**config.mk**
```make
export PLATFORM = sky130hd
export DESIGN_NAME = sst_cell
export DESIGN_NICKNAME = d
export VERILOG_FILES = /design/src/rtl/sst_pkg.sv /design/src/rtl/sst_cell.sv
export SDC_FILE = /design/constraint.sdc
export NUM_CORES = 1
export LEC_CHECK = 0
export BUFFER_PORTS_ARGS = -buffer_cell sky130_fd_sc_hd__buf_2
export CAP_MARGIN = 10
export CORE_MARGIN = 5
export CORE_UTILIZATION = 35
export CTS_CLUSTER_DIAMETER = 100
export CTS_CLUSTER_SIZE = 10
export DETAILED_ROUTE_END_ITERATION = 10
export SYNTH_ARGS = -nofsm -noshare
export SYNTH_HDL_FRONTEND = slang
export SYNTH_SLANG_ARGS = --single-unit
```
**constraint.sdc**
```tcl
create_clock -name i_clk -period 16.6 [get_ports i_clk]
set_input_delay 3.32 -clock i_clk [delete_from_list [all_inputs] [get_ports i_clk]]
set_output_delay 3.32 -clock i_clk [all_outputs]
set_load 0.05 [all_outputs]
```
**src/rtl/sst_pkg.sv**
```systemverilog
package sst_pkg;

    localparam int SST_QUEUE_DEPTH = 16;
    localparam int SST_SECTOR_BITS = 48;
    localparam int SST_PORT_SECTOR_BITS = 48;
    localparam int SST_TAG_BITS = 8;

    typedef enum logic [1:0] {
        CMD_ADD      = 2'd0,
        CMD_DISPATCH = 2'd1,
        CMD_REMOVE   = 2'd2,
        CMD_IGNORED  = 2'd3
    } t_command;

    typedef enum logic [1:0] {
        ST_DONE   = 2'd0,
        ST_EMPTY  = 2'd1,
        ST_FULL   = 2'd2,
        ST_NO_TAG = 2'd3
    } t_status;

    // update broadcast to every cell of the row
    typedef struct packed {
        logic add;
        logic del;
    } t_cell_cmd;

    // control part of the search token that walks along the row
    typedef struct packed {
        logic go;
        logic dispatch;
        logic found;
    } t_scan_ctl;

endpackage

```
**src/rtl/sst_cell.sv**
```systemverilog
module sst_cell import sst_pkg::*; #(
    parameter int SW  = SST_SECTOR_BITS,
    parameter int IW  = 4,
    parameter int IDX = 0
) (
    input  logic                    i_clk,
    input  logic                    i_rst_n,
    input  t_cell_cmd               i_cmd,
    input  logic [IW-1:0]           i_del_idx,
    input  logic [SW-1:0]           i_add_sector,
    input  logic [SST_TAG_BITS-1:0] i_add_tag,
    input  logic                    i_prev_used,
    input  logic                    i_next_used,
    input  logic [SW-1:0]           i_next_sector,
    input  logic [SST_TAG_BITS-1:0] i_next_tag,
    input  logic [SW-1:0]           i_last_sector,
    input  logic                    i_last_known,
    input  logic [SST_TAG_BITS-1:0] i_match_tag,
    input  t_scan_ctl               i_scan_ctl,
    input  logic [SW-1:0]           i_scan_dist,
    input  logic [IW-1:0]           i_scan_idx,
    input  logic [SW-1:0]           i_scan_sector,
    input  logic [SST_TAG_BITS-1:0] i_scan_tag,
    output logic                    o_used,
    output logic [SW-1:0]           o_sector,
    output logic [SST_TAG_BITS-1:0] o_tag,
    output t_scan_ctl               o_scan_ctl,
    output logic [SW-1:0]           o_scan_dist,
    output logic [IW-1:0]           o_scan_idx,
    output logic [SW-1:0]           o_scan_sector,
    output logic [SST_TAG_BITS-1:0] o_scan_tag
);

    localparam logic [IW-1:0] MY_IDX = IW'(IDX);

    logic                    r_used;
    logic [SW-1:0]           r_sector;
    logic [SST_TAG_BITS-1:0] r_tag;
    t_scan_ctl               r_scan_ctl;
    logic [SW-1:0]           r_scan_dist;
    logic [IW-1:0]           r_scan_idx;
    logic [SW-1:0]           r_scan_sector;
    logic [SST_TAG_BITS-1:0] r_scan_tag;

    logic [SW-1:0] n_dist;
    logic          n_take;
    logic          n_load;
    logic          n_shift;

    always_comb begin
        n_dist = (r_sector >= i_last_sector) ? (r_sector - i_last_sector)
                                             : (i_last_sector - r_sector);
        if (i_scan_ctl.dispatch) begin
            // strict compare keeps the oldest entry on a tie
            n_take = !i_scan_ctl.found || (i_last_known && (n_dist < i_scan_dist));
        end else begin
            n_take = !i_scan_ctl.found && (r_tag == i_match_tag);
        end
        n_take  = n_take && i_scan_ctl.go && r_used;
        n_load  = i_cmd.add && !r_used && i_prev_used;
        n_shift = i_cmd.del && (MY_IDX >= i_del_idx);
    end

    always_ff @(posedge i_clk) begin
        if (!i_rst_n) begin
            r_used     <= 1'b0;
            r_scan_ctl <= '0;
        end else begin
            if (n_load) begin
                r_used   <= 1'b1;
                r_sector <= i_add_sector;
                r_tag    <= i_add_tag;
            end else if (n_shift) begin
                r_used   <= i_next_used;
                r_sector <= i_next_sector;
                r_tag    <= i_next_tag;
            end
            r_scan_ctl.go       <= i_scan_ctl.go;
            r_scan_ctl.dispatch <= i_scan_ctl.dispatch;
            r_scan_ctl.found    <= i_scan_ctl.found || n_take;
            if (n_take) begin
                r_scan_dist   <= n_dist;
                r_scan_idx    <= MY_IDX;
                r_scan_sector <= r_sector;
                r_scan_tag    <= r_tag;
            end else begin
                r_scan_dist   <= i_scan_dist;
                r_scan_idx    <= i_scan_idx;
                r_scan_sector <= i_scan_sector;
                r_scan_tag    <= i_scan_tag;
            end
        end
    end

    assign o_used        = r_used;
    assign o_sector      = r_sector;
    assign o_tag         = r_tag;
    assign o_scan_ctl    = r_scan_ctl;
    assign o_scan_dist   = r_scan_dist;
    assign o_scan_idx    = r_scan_idx;
    assign o_scan_sector = r_scan_sector;
    assign o_scan_tag    = r_scan_tag;

endmodule

```
==> metrics.txt <==
setup ws final 6.157 ns; Logic pwr share 34.4%; CTS Buffer Depth 2; Mapped Cells 1,534; Leak 7.970 nW; cts repair resizes 0; Hold Path End o_used; FF-to-FF setup slack 8.54 ns; first-pass GRT wire length 78,850 µm; Worst Path Max Fanout 74; layout cells sized above 1 31.33%; Hold-fix buffers, CTS 0; Buffers on Ports 457; FF+latch count, synth 168; f_max 0.09576 GHz; Required @ worst endpoint 16.81 ns; Synth Warn # 0; H-tree levels 4; Cells on Worst Hold Path 2; GRT Total Usage 22.93%; Fin Clk Skew 0.01544 ns; total setup buffers inserted after CTS 0; Final Power 1.398 mW; GP Congestion 0.9449; clk slew on worst S/H paths 0.08 ns; initial core utilization 35.30%; Worst-Margin Slew 0.8932 ns; Critical Path End Type flop; Int Pwr 0.8798 mW; final WL 52,560 µm; sw frac 37.06%; Root Buffer clkbuf_16; post-DP HPWL 42,740 µm; Post-Syn Area 14,020 µm²; pwr dens 80.69 nW/µm²; Core Region 39,730 µm²; period utilization 62.91%; clock network fraction of design power 29.6%; FFs w/ async S/R, synth 0%; post-DR vias/cell 5.330; Most used DFF post-synth edfxtp_1; 1st-pass router iterations 5; top cell type's share of synthesized area 35.12%; Synth area leaders edfxtp_1 (35%), ha_1 (13%), mux2_2 (7.9%); worst slack at placement 5.657 ns; Post-synth top cells edfxtp_1 (164), inv_1 (162), nand2_1 (149); die height 210.2 µm; row count 73; Hold Crit Class reg -> reg; post-layout min period 10.44 ns; R2R cell count 22; hold path start o_used; die span in x 210.2 µm; I/O pin count 458; worst skew pair latency 0.47 ns; Post-DRT Antenna Nets 0; setup violators final 0; critical path type in -> reg; final hold slack 0.6085 ns; Nets 2,381; average wire per standard cell 21.13 µm; setup tns final 0 ns; Avg Cell Area, Syn 9.142 µm²; crit start category input port; final max-slew violation count 0; CTS buffer count 17; drt initial violations 1,114; max cap viols 0; global route overflow 0; CTS tree done; R2R Path End o_scan_tag[2]; most frequent cell after synthesis edfxtp_1; Rel. slew slack 40.45%; initial antenna violation count 7; Synth Net Count 1,968; Layout area overhead 23.55%; CTS sink cnt 168; Unique masters post-synth 73; DIE AREA 44,170 µm²; Sequential Power Share 36.0%; vias in the first global route 13,310; sequential fraction of the synthesis area 35.69%; number of remaining DRC errors 0; arrival time at the worst endpoint 10.66 ns; status completed; EDFF count, synth 164; r2r startpoint o_sector[0]; routed vias 13,260; unrepaired setup endpoints after global routing no; final hold violations 0; pin count of the biggest net entering global routing 75; Sw Pwr 0.5181 mW; Worst VDD drop 0.00007421 V; area leader, netlist edfxtp_1
## cell type report
type	count	area [µm²]
Clock inverter	13	133.9
Timing Repair Buffer	466	2361
Fill cell	4053	22410
Clock buffer	19	452.9
Antenna cell	2	5.005
Inverter	163	611.8
Sequential cell	168	5005
Tap cell	525	656.9
Multi-Input combinational cell	1131	8099
## stage by stage
stage	cells	util [%]	area, µm²
5_1_grt	2487	43.61	17330
4_1_cts	2485	43.59	17320
6_report	2487	43.61	17330
2_1_floorplan	1534	-	14020
3_5_place_dp	2453	42.12	16730
3_3_place_gp	2453	42.12	16730
## how the worst max path moves through the flow
stage / from / endpoint / slack (ns) / depth (start not counted)
4_1_cts: i_last_sector[0] / o_scan_tag[2] / 6.15 / 22
3_3_place_gp: i_last_sector[23] / o_scan_tag[1] / 5.91 / 21
3_5_place_dp: i_last_sector[0] / o_scan_tag[0] / 5.66 / 22
2_1_floorplan: i_cmd[1] / o_sector[0] / 8.04 / 4
5_1_grt: i_last_sector[0] / o_scan_dist[4] / 5.59 / 24
6_report: i_last_sector[0] / o_scan_tag[2] / 6.16 / 22
## flip-flops by register name, indices dropped and copies added, names as in the netlist
register / flops
o_scan_sector: 48
o_sector: 48
o_tag: 8
o_scan_idx: 4
o_used: 1
o_scan_ctl: 3
o_scan_dist: 48
o_scan_tag: 8
## worst max-delay path, cell delays in order
cell and delay, ns:
buf_2 0.09, ha_1 0.22, inv_1 0.08, fa_1 0.40, a211oi_1 0.28, o21ai_1 0.23
a211oi_1 0.50, a211o_1 0.30, a41o_1 0.80, mux2_4 0.36, a22oi_1 0.25, o21ai_0 0.23
xnor2_1 0.18, ha_1 0.29, nand4_1 0.12, nor3_1 0.44, nand3_1 0.26, or3_1 0.42
o211ai_1 0.23, buf_4 0.48, buf_4 0.68, mux2_2 0.41
## cell usage in the layout, fill, tap and decap left out, types with 10 or more instances in the layout
master     instances
a21o_1            32
and3_1            10
o21ai_0          127
nand3_1           24
nor2_1            76
clkbuf_16         17
o31ai_1           11
nor3_1            22
o21a_1            12
and2_1            12
xor2_1            15
o21bai_1          23
a21oi_1          133
mux2i_1           10
o211ai_1          21
a211oi_1          14
buf_2            456
edfxtp_1         164
inv_1            162
a31oi_1           13
nand2_1          149
mux2_2            99
nand4_1           36
ha_1             142
xnor2_1           36
## logic make-up (layout without fill, tap and decap cells)
logic type | Yosys count | in the layout | synth area share (%)
AO/OA/AOI/OAI | 455 | 455 | 20.25
AND/OR/NAND/NOR | 369 | 369 | 12.21
buffers and inverters | 235 | 661 | 6.718
flip-flops | 168 | 168 | 35.69
adder cells (fa/ha/maj) | 144 | 144 | 12.96
multiplexers | 112 | 112 | 8.985
XOR/XNOR | 51 | 51 | 3.185
other | 0 | 2 | 0
## routing by layer
metal | global-route usage (%) | wire [µm] | vias up
met4 | 5.828 | 1035 | 10
met3 | 5.194 | 3485 | 75
met1 | 29.81 | 22500 | 6293
met2 | 38.83 | 25480 | 482
met5 | 0 | 69 | -
li1 | - | - | 6396
## power by group through the flow
stage	sequential, mW	clock (mW)	combinational, mW
CTS	0.504	0.426	0.480
floorplan	0.589	0	0.247
finish	0.504	0.414	0.481
global route	0.506	0.443	0.523
detailed placement	0.513	0	0.477
global placement	0.513	0	0.474
Power figures use the tool's default switching activity.
