**config.mk**
```make
export PLATFORM = sky130hd
export DESIGN_NAME = sst_ctrl
export DESIGN_NICKNAME = d
export VERILOG_FILES = /design/src/rtl/sst_pkg.sv /design/src/rtl/sst_ctrl.sv
export SDC_FILE = /design/constraint.sdc
export NUM_CORES = 1
export LEC_CHECK = 0
export ABC_AREA = 0
export BUFFER_PORTS_ARGS = -buffer_cell sky130_fd_sc_hd__buf_2
export CAP_MARGIN = 5
export CORE_AREA = 4 4 156 158
export CTS_BUF_LIST = sky130_fd_sc_hd__clkbuf_8
export CTS_CLUSTER_SIZE = 25
export DETAILED_ROUTE_END_ITERATION = 6
export DIE_AREA = 0 0 160 162
export PLACE_DENSITY = 0.59
export SYNTH_ARGS = -nofsm -noshare
export SYNTH_HDL_FRONTEND = slang
export SYNTH_SLANG_ARGS = --single-unit
export TNS_END_PERCENT = 20
```
**constraint.sdc**
```tcl
create_clock -name i_clk -period 8.6 [get_ports i_clk]
set_clock_uncertainty 0.2 [all_clocks]
set_input_delay 0.43 -clock i_clk [delete_from_list [all_inputs] [get_ports i_clk]]
set_output_delay 0.43 -clock i_clk [all_outputs]
set_load 0.05 [all_outputs]
```
**src/rtl/sst_pkg.sv**
```systemverilog
package sst_pkg;

    localparam int SST_QUEUE_DEPTH = 16;
    localparam int SST_SECTOR_BITS = 48;
    localparam int SST_PORT_SECTOR_BITS = 48;
    localparam int SST_TAG_BITS = 8;

    typedef enum logic [1:0] {
        CMD_ADD      = 2'd0,
        CMD_DISPATCH = 2'd1,
        CMD_REMOVE   = 2'd2,
        CMD_IGNORED  = 2'd3
    } t_command;

    typedef enum logic [1:0] {
        ST_DONE   = 2'd0,
        ST_EMPTY  = 2'd1,
        ST_FULL   = 2'd2,
        ST_NO_TAG = 2'd3
    } t_status;

    // update broadcast to every cell of the row
    typedef struct packed {
        logic add;
        logic del;
    } t_cell_cmd;

    // control part of the search token that walks along the row
    typedef struct packed {
        logic go;
        logic dispatch;
        logic found;
    } t_scan_ctl;

endpackage

```
**src/rtl/sst_ctrl.sv**
```systemverilog
module sst_ctrl import sst_pkg::*; #(
    parameter int SW = SST_SECTOR_BITS,
    parameter int IW = 4
) (
    input  logic                            i_clk,
    input  logic                            i_rst_n,
    input  logic                            i_valid,
    output logic                            o_stall,
    input  logic [1:0]                      i_command,
    input  logic [SST_PORT_SECTOR_BITS-1:0] i_new_sector,
    input  logic [SST_TAG_BITS-1:0]         i_request_tag,
    output logic                            o_valid,
    input  logic                            i_stall,
    output logic [1:0]                      o_status,
    output logic [SST_PORT_SECTOR_BITS-1:0] o_served_sector,
    output logic [SST_TAG_BITS-1:0]         o_served_tag,
    input  logic                            i_full,
    input  t_scan_ctl                       i_tail_ctl,
    input  logic [IW-1:0]                   i_tail_idx,
    input  logic [SW-1:0]                   i_tail_sector,
    input  logic [SST_TAG_BITS-1:0]         i_tail_tag,
    output t_cell_cmd                       o_cmd,
    output logic [IW-1:0]                   o_del_idx,
    output logic [SW-1:0]                   o_add_sector,
    output logic [SST_TAG_BITS-1:0]         o_add_tag,
    output logic [SW-1:0]                   o_last_sector,
    output logic                            o_last_known,
    output logic [SST_TAG_BITS-1:0]         o_match_tag,
    output t_scan_ctl                       o_seed_ctl
);

    typedef enum logic [1:0] {
        S_IDLE,
        S_SCAN,
        S_FINISH
    } t_state;

    t_state                          r_state;
    logic                            r_seed_go;
    logic                            r_dispatch;
    logic [SW-1:0]                   r_last_sector;
    logic                            r_last_known;
    logic [SST_TAG_BITS-1:0]         r_match_tag;
    t_status                         r_res_status;
    logic [SW-1:0]                   r_res_sector;
    logic [SST_TAG_BITS-1:0]         r_res_tag;
    logic                            r_o_valid;
    t_status                         r_o_status;
    logic [SST_PORT_SECTOR_BITS-1:0] r_o_sector;
    logic [SST_TAG_BITS-1:0]         r_o_tag;

    logic     n_accept;
    t_command n_command;
    logic     n_out_free;
    logic     n_hit;
    logic [63:0] n_res_wide;

    assign n_accept   = i_valid && (r_state == S_IDLE);
    assign n_command  = t_command'(i_command);
    assign n_out_free = !r_o_valid || !i_stall;
    assign n_hit      = (r_state == S_SCAN) && i_tail_ctl.go && i_tail_ctl.found;
    assign n_res_wide = 64'(r_res_sector);

    always_comb begin
        o_cmd.add = n_accept && (n_command == CMD_ADD) && !i_full;
        o_cmd.del = n_hit;
    end

    assign o_del_idx    = i_tail_idx;
    assign o_add_sector = SW'(64'(i_new_sector));
    assign o_add_tag    = i_request_tag;
    assign o_last_sector = r_last_sector;
    assign o_last_known  = r_last_known;
    assign o_match_tag   = r_match_tag;

    always_comb begin
        o_seed_ctl.go       = r_seed_go;
        o_seed_ctl.dispatch = r_dispatch;
        o_seed_ctl.found    = 1'b0;
    end

    always_ff @(posedge i_clk) begin
        if (!i_rst_n) begin
            r_state       <= S_IDLE;
            r_seed_go     <= 1'b0;
            r_last_sector <= '0;
            r_last_known  <= 1'b0;
            r_o_valid     <= 1'b0;
        end else begin
            r_seed_go <= 1'b0;
            // in S_FINISH the response register is reloaded instead
            if (r_o_valid && !i_stall && (r_state != S_FINISH)) begin
                r_o_valid <= 1'b0;
            end
            case (r_state)
                S_IDLE: begin
                    if (n_accept) begin
                        r_res_sector <= '0;
                        r_res_tag    <= '0;
                        case (n_command)
                            CMD_ADD: begin
                                r_res_status <= i_full ? ST_FULL : ST_DONE;
                                r_state      <= S_FINISH;
                            end
                            CMD_DISPATCH, CMD_REMOVE: begin
                                // token enters cell 0 next cycle, tag is held for the walk
                                r_seed_go   <= 1'b1;
                                r_dispatch  <= (n_command == CMD_DISPATCH);
                                r_match_tag <= i_request_tag;
                                r_state     <= S_SCAN;
                            end
                            default: begin
                                r_res_status <= ST_DONE;
                                r_state      <= S_FINISH;
                            end
                        endcase
                    end
                end
                S_SCAN: begin
                    if (i_tail_ctl.go) begin
                        if (i_tail_ctl.found) begin
                            r_res_status <= ST_DONE;
                            if (r_dispatch) begin
                                r_res_sector  <= i_tail_sector;
                                r_res_tag     <= i_tail_tag;
                                r_last_sector <= i_tail_sector;
                                r_last_known  <= 1'b1;
                            end
                        end else begin
                            r_res_status <= r_dispatch ? ST_EMPTY : ST_NO_TAG;
                        end
                        r_state <= S_FINISH;
                    end
                end
                S_FINISH: begin
                    if (n_out_free) begin
                        r_o_valid  <= 1'b1;
                        r_o_status <= r_res_status;
                        r_o_sector <= n_res_wide[SST_PORT_SECTOR_BITS-1:0];
                        r_o_tag    <= r_res_tag;
                        r_state    <= S_IDLE;
                    end
                end
                default: begin
                    r_state <= S_IDLE;
                end
            endcase
        end
    end

    assign o_stall         = (r_state != S_IDLE);
    assign o_valid         = r_o_valid;
    assign o_status        = r_o_status;
    assign o_served_sector = r_o_sector;
    assign o_served_tag    = r_o_tag;

endmodule
```
==> run_results.csv <==
group,metric,value,unit
route,drt_iter0_drc,252,
route,route.detailed.vias_per_inst,4.170,
clocking,tritoncts_buffer_count,17,
final_layout,num-fill-cells,2264,
final_layout,layout.core_utilization,36.91,%
power,p_leak,3.342,nW
worst_hold_path,hold_path.class,"in2reg",
clocking,cts.htree.levels,4,
die,io_pins,308,
worst_setup_path,path_buf_inv,1,
synth,synth.net_count,629,
clocking,clk_pin_slew,0.09,ns
worst_setup_path,worstSetupPathType,"reg2reg",
worst_setup_path,critical_path_cell_by_cell,"nor2b_4, nand3_1, a21oi_4, buf_4",
worst_setup_path,slowest_delay,0.97,ns
clocking,tritoncts,"done",
grt,grt_first_pass_wirelength,23420,um
synth,synth_flop_cell,"sky130_fd_sc_hd__edfxtp_1",
synth,ys_ff_latch,178,
route,route.antenna.remaining_nets,0,
final_layout,final_layout_size_suffix_gt1_share,34.43,%
timing,max_slew_margin,22.92,%
synth,post-synth-top-area-fraction,54.95,%
power,p_per_area,200.4,mW/mm^2
synth,synth_area_leader_cell,"sky130_fd_sc_hd__edfxtp_1",
worst_setup_path,ff2ff_path_depth,4,
clocking,clock_sinks,178,
final_layout,syn_to_final_growth,24.93,%
route,topRoutingLayerUsed,"met5",
route,drt-met1-wl,6135,um
power,ir_worst_vdd,0.08264,mV
grt,number_of_global_route_vias_before_repair,4089,
timing,maxSlewViolCount,0,
grt,number_of_antenna_violations_at_the_first_check_in_global_routing,4,
synth,syn-mean-instance-area,13.64,um^2
clocking,post_cts_buffers,0,
clocking,cts_hold_buffers,48,
synth,sequential_to_total_area_share_from_yosys_stat,70.48,%
worst_setup_path,worstSetupEndpointType,"flop",
synth,synth_enable_flop_cells,125,
timing,worst_slack,5.160,ns
synth,syn-cell-area,0.006832,mm^2
route,detailedRoute.firstPassIterationCount,4,
route,vias,4120,
timing,timing.final.crit_share,39.99,%
die,core,0.02312,mm^2
die,die_y,162,um
route,routed-wl-met3,1084,um
power,post-layout-total-power,1.711,mW
final_layout,final_design_area_no_fill,0.008534,mm^2
worst_setup_path,critPathSlowestCell,"sky130_fd_sc_hd__nor2b_4",
synth,most_repeated_cell_in_the_gate_level_netlist_after_synthesis,"sky130_fd_sc_hd__edfxtp_1",
clocking,clk_latency_worst_skew_pair,0.45,ns
grt,grt_start_max_net_pins,103,
grt,global_route.usage.total,11.78,%
grt,grt_overflow,0,
die,design.die.area,0.02592,mm^2
route,finalWirelength,15730,um
die,die_w,160,um
worst_setup_path,number_of_stages_on_the_worst_setup_path,4,
synth,post_synth_num_cell_types,28,
timing,rsz_0062_raised_after_global_routing,"no",
worst_setup_path,worst_ep_required_time,8.48,ns
route,route.met2.wl,7831,um
synth,synth.top_cells.by_count,"sky130_fd_sc_hd__edfxtp_1 (125), sky130_fd_sc_hd__nand2_1 (100), sky130_fd_sc_hd__buf_4 (68), sky130_fd_sc_hd__and2_1 (56), sky130_fd_sc_hd__dfxtp_1 (53)",
clocking,postCtsResizedCells,0,
synth,synthesis.yosys.warnings,0,
die,starting_utilization_of_the_core_area,29.55,%
timing,timing.setup.tns,0,ns
timing,finalHoldWorstSlack,0.04787,ns
timing,fmax,290.7,MHz
status,run_status,"completed",
place,globalplace.congestion,0.7177,
place,total_of_buffers_placed_on_input_and_output_ports,201,
place,detailed_place.area,0.007634,mm^2
clocking,cts.root.buffer_cell,"sky130_fd_sc_hd__clkbuf_8",
worst_setup_path,cp_max_fo,59,
job,cap_viol_max_count,0,
clocking,number_of_buffers_between_clock_root_and_the_deepest_sink,2,
synth,synth_cells,501,
final_layout,finish.cell_count_without_fillers,988,
worst_setup_path,data_arrival_time_of_the_critical_path,3.32,ns
timing,timing_worst_slew_pin_value,1.154,ns
final_layout,design.final.nets,812,
synth,synth_top_cells_by_area,"sky130_fd_sc_hd__edfxtp_1 (55%), sky130_fd_sc_hd__dfxtp_1 (16%), sky130_fd_sc_hd__buf_4 (7.5%)",
worst_setup_path,startpoint_type,"flop",
place,dp.cells,907,
route,avg_wl_per_cell,15.92,um
synth,synthArstFlopShare,0,%
timing,timing.final.crit_period,3.440,ns
route,drt_drc_violations_left,0,
die,floorplan.rows,56,
timing,hold_violations,0,
timing,setup_viol,0,
place,post-dp-hpwl,11040,um
worst_hold_path,min_delay_path_depth,3,
worst_setup_path,cell_family_with_the_largest_share_of_critical_path_delay,"simple AND/OR/NAND/NOR gates",
place,dp_slack,5.043,ns
==> placed cells by master (no fill, tap or decap), types with 2 or more instances in the layout <==
cell type	instances
sky130_fd_sc_hd__dfxtp_1	53
sky130_fd_sc_hd__nand2b_1	3
sky130_fd_sc_hd__nand2_1	100
sky130_fd_sc_hd__buf_2	200
sky130_fd_sc_hd__nor2_1	7
sky130_fd_sc_hd__inv_6	4
sky130_fd_sc_hd__a21oi_4	2
sky130_fd_sc_hd__and2_1	56
sky130_fd_sc_hd__inv_1	3
sky130_fd_sc_hd__mux2i_1	48
sky130_fd_sc_hd__ha_1	2
sky130_fd_sc_hd__nand3_1	2
sky130_fd_sc_hd__clkinv_4	2
sky130_fd_sc_hd__buf_4	3
sky130_fd_sc_hd__clkbuf_8	18
sky130_fd_sc_hd__inv_8	4
sky130_fd_sc_hd__bufinv_16	2
sky130_fd_sc_hd__dlygate4sd3_1	48
sky130_fd_sc_hd__edfxtp_1	125
==> worst paths after layout <==
kind	slack [ns]	to	start
worst min register to register	0.22	o_served_sector[13]$_DFFE_PP_	r_res_sector[13]$_SDFFCE_PP0P_
worst min-delay path	0.05	o_last_sector[17]$_SDFFE_PN0P_	i_tail_sector[17]
worst max register to register	5.16	r_res_sector[13]$_SDFFCE_PP0P_	r_state[0]$_SDFFE_PN0P_
worst max-delay path	5.16	r_res_sector[13]$_SDFFCE_PP0P_	r_state[0]$_SDFFE_PN0P_
==> routing by layer <==
metal | vias to the layer above | track usage (%)
li1 | 1989 | -
met2 | 147 | 20.00
met1 | 1901 | 12.94
met5 | - | 0
met3 | 77 | 3.908
met4 | 6 | 6.844
==> worst register-to-register path, stage by stage, from the launching register on <==
cell	delay (ns)
sky130_fd_sc_hd__dfxtp_1	0.46
sky130_fd_sc_hd__nor2b_4	0.97
sky130_fd_sc_hd__nand3_1	0.27
sky130_fd_sc_hd__a21oi_4	0.59
sky130_fd_sc_hd__buf_4	0.55
==> cell families after synthesis <==
| group | share of synthesized area [%] |
|---|---|
| compound gates | 0.7511 |
| buf+inv | 9.084 |
| fa+ha+maj | 0.3662 |
| simple gates | 12.07 |
| mux | 7.198 |
| other cells | 0.05489 |
| flops | 70.48 |
==> report_power, final <==
group,leakage [nW],total [mW],switching [mW],internal [mW]
combinational,1.59,0.152,0.103,0.0494
clock,0.212,0.596,0.318,0.278
sequential,1.54,0.962,0.00861,0.954
==> final cells by class <==
cell class	count	area, um^2	area share, %
Antenna cell	1	2.502	0.02932
Clock inverter	14	170.2	1.994
Inverter	3	11.26	0.1319
Multi-Input combinational cell	233	1421	16.65
Sequential cell	178	4815	56.41
Tap cell	290	362.8	4.252
Clock buffer	18	247.7	2.903
Timing Repair Buffer	251	1504	17.62
==> registers in the layout (all words and copies together) (netlist names) <==
register and flops:
r_dispatch 1, o_status 2, o_served_sector 48, r_state 2
r_res_status 2, r_res_tag 8, o_last_sector 48, o_match_tag 8
o_last_known 1, r_res_sector 48, o_valid 1, r_seed_go 1
o_served_tag 8
No activity file was read; power rests on OpenSTA's default activity.
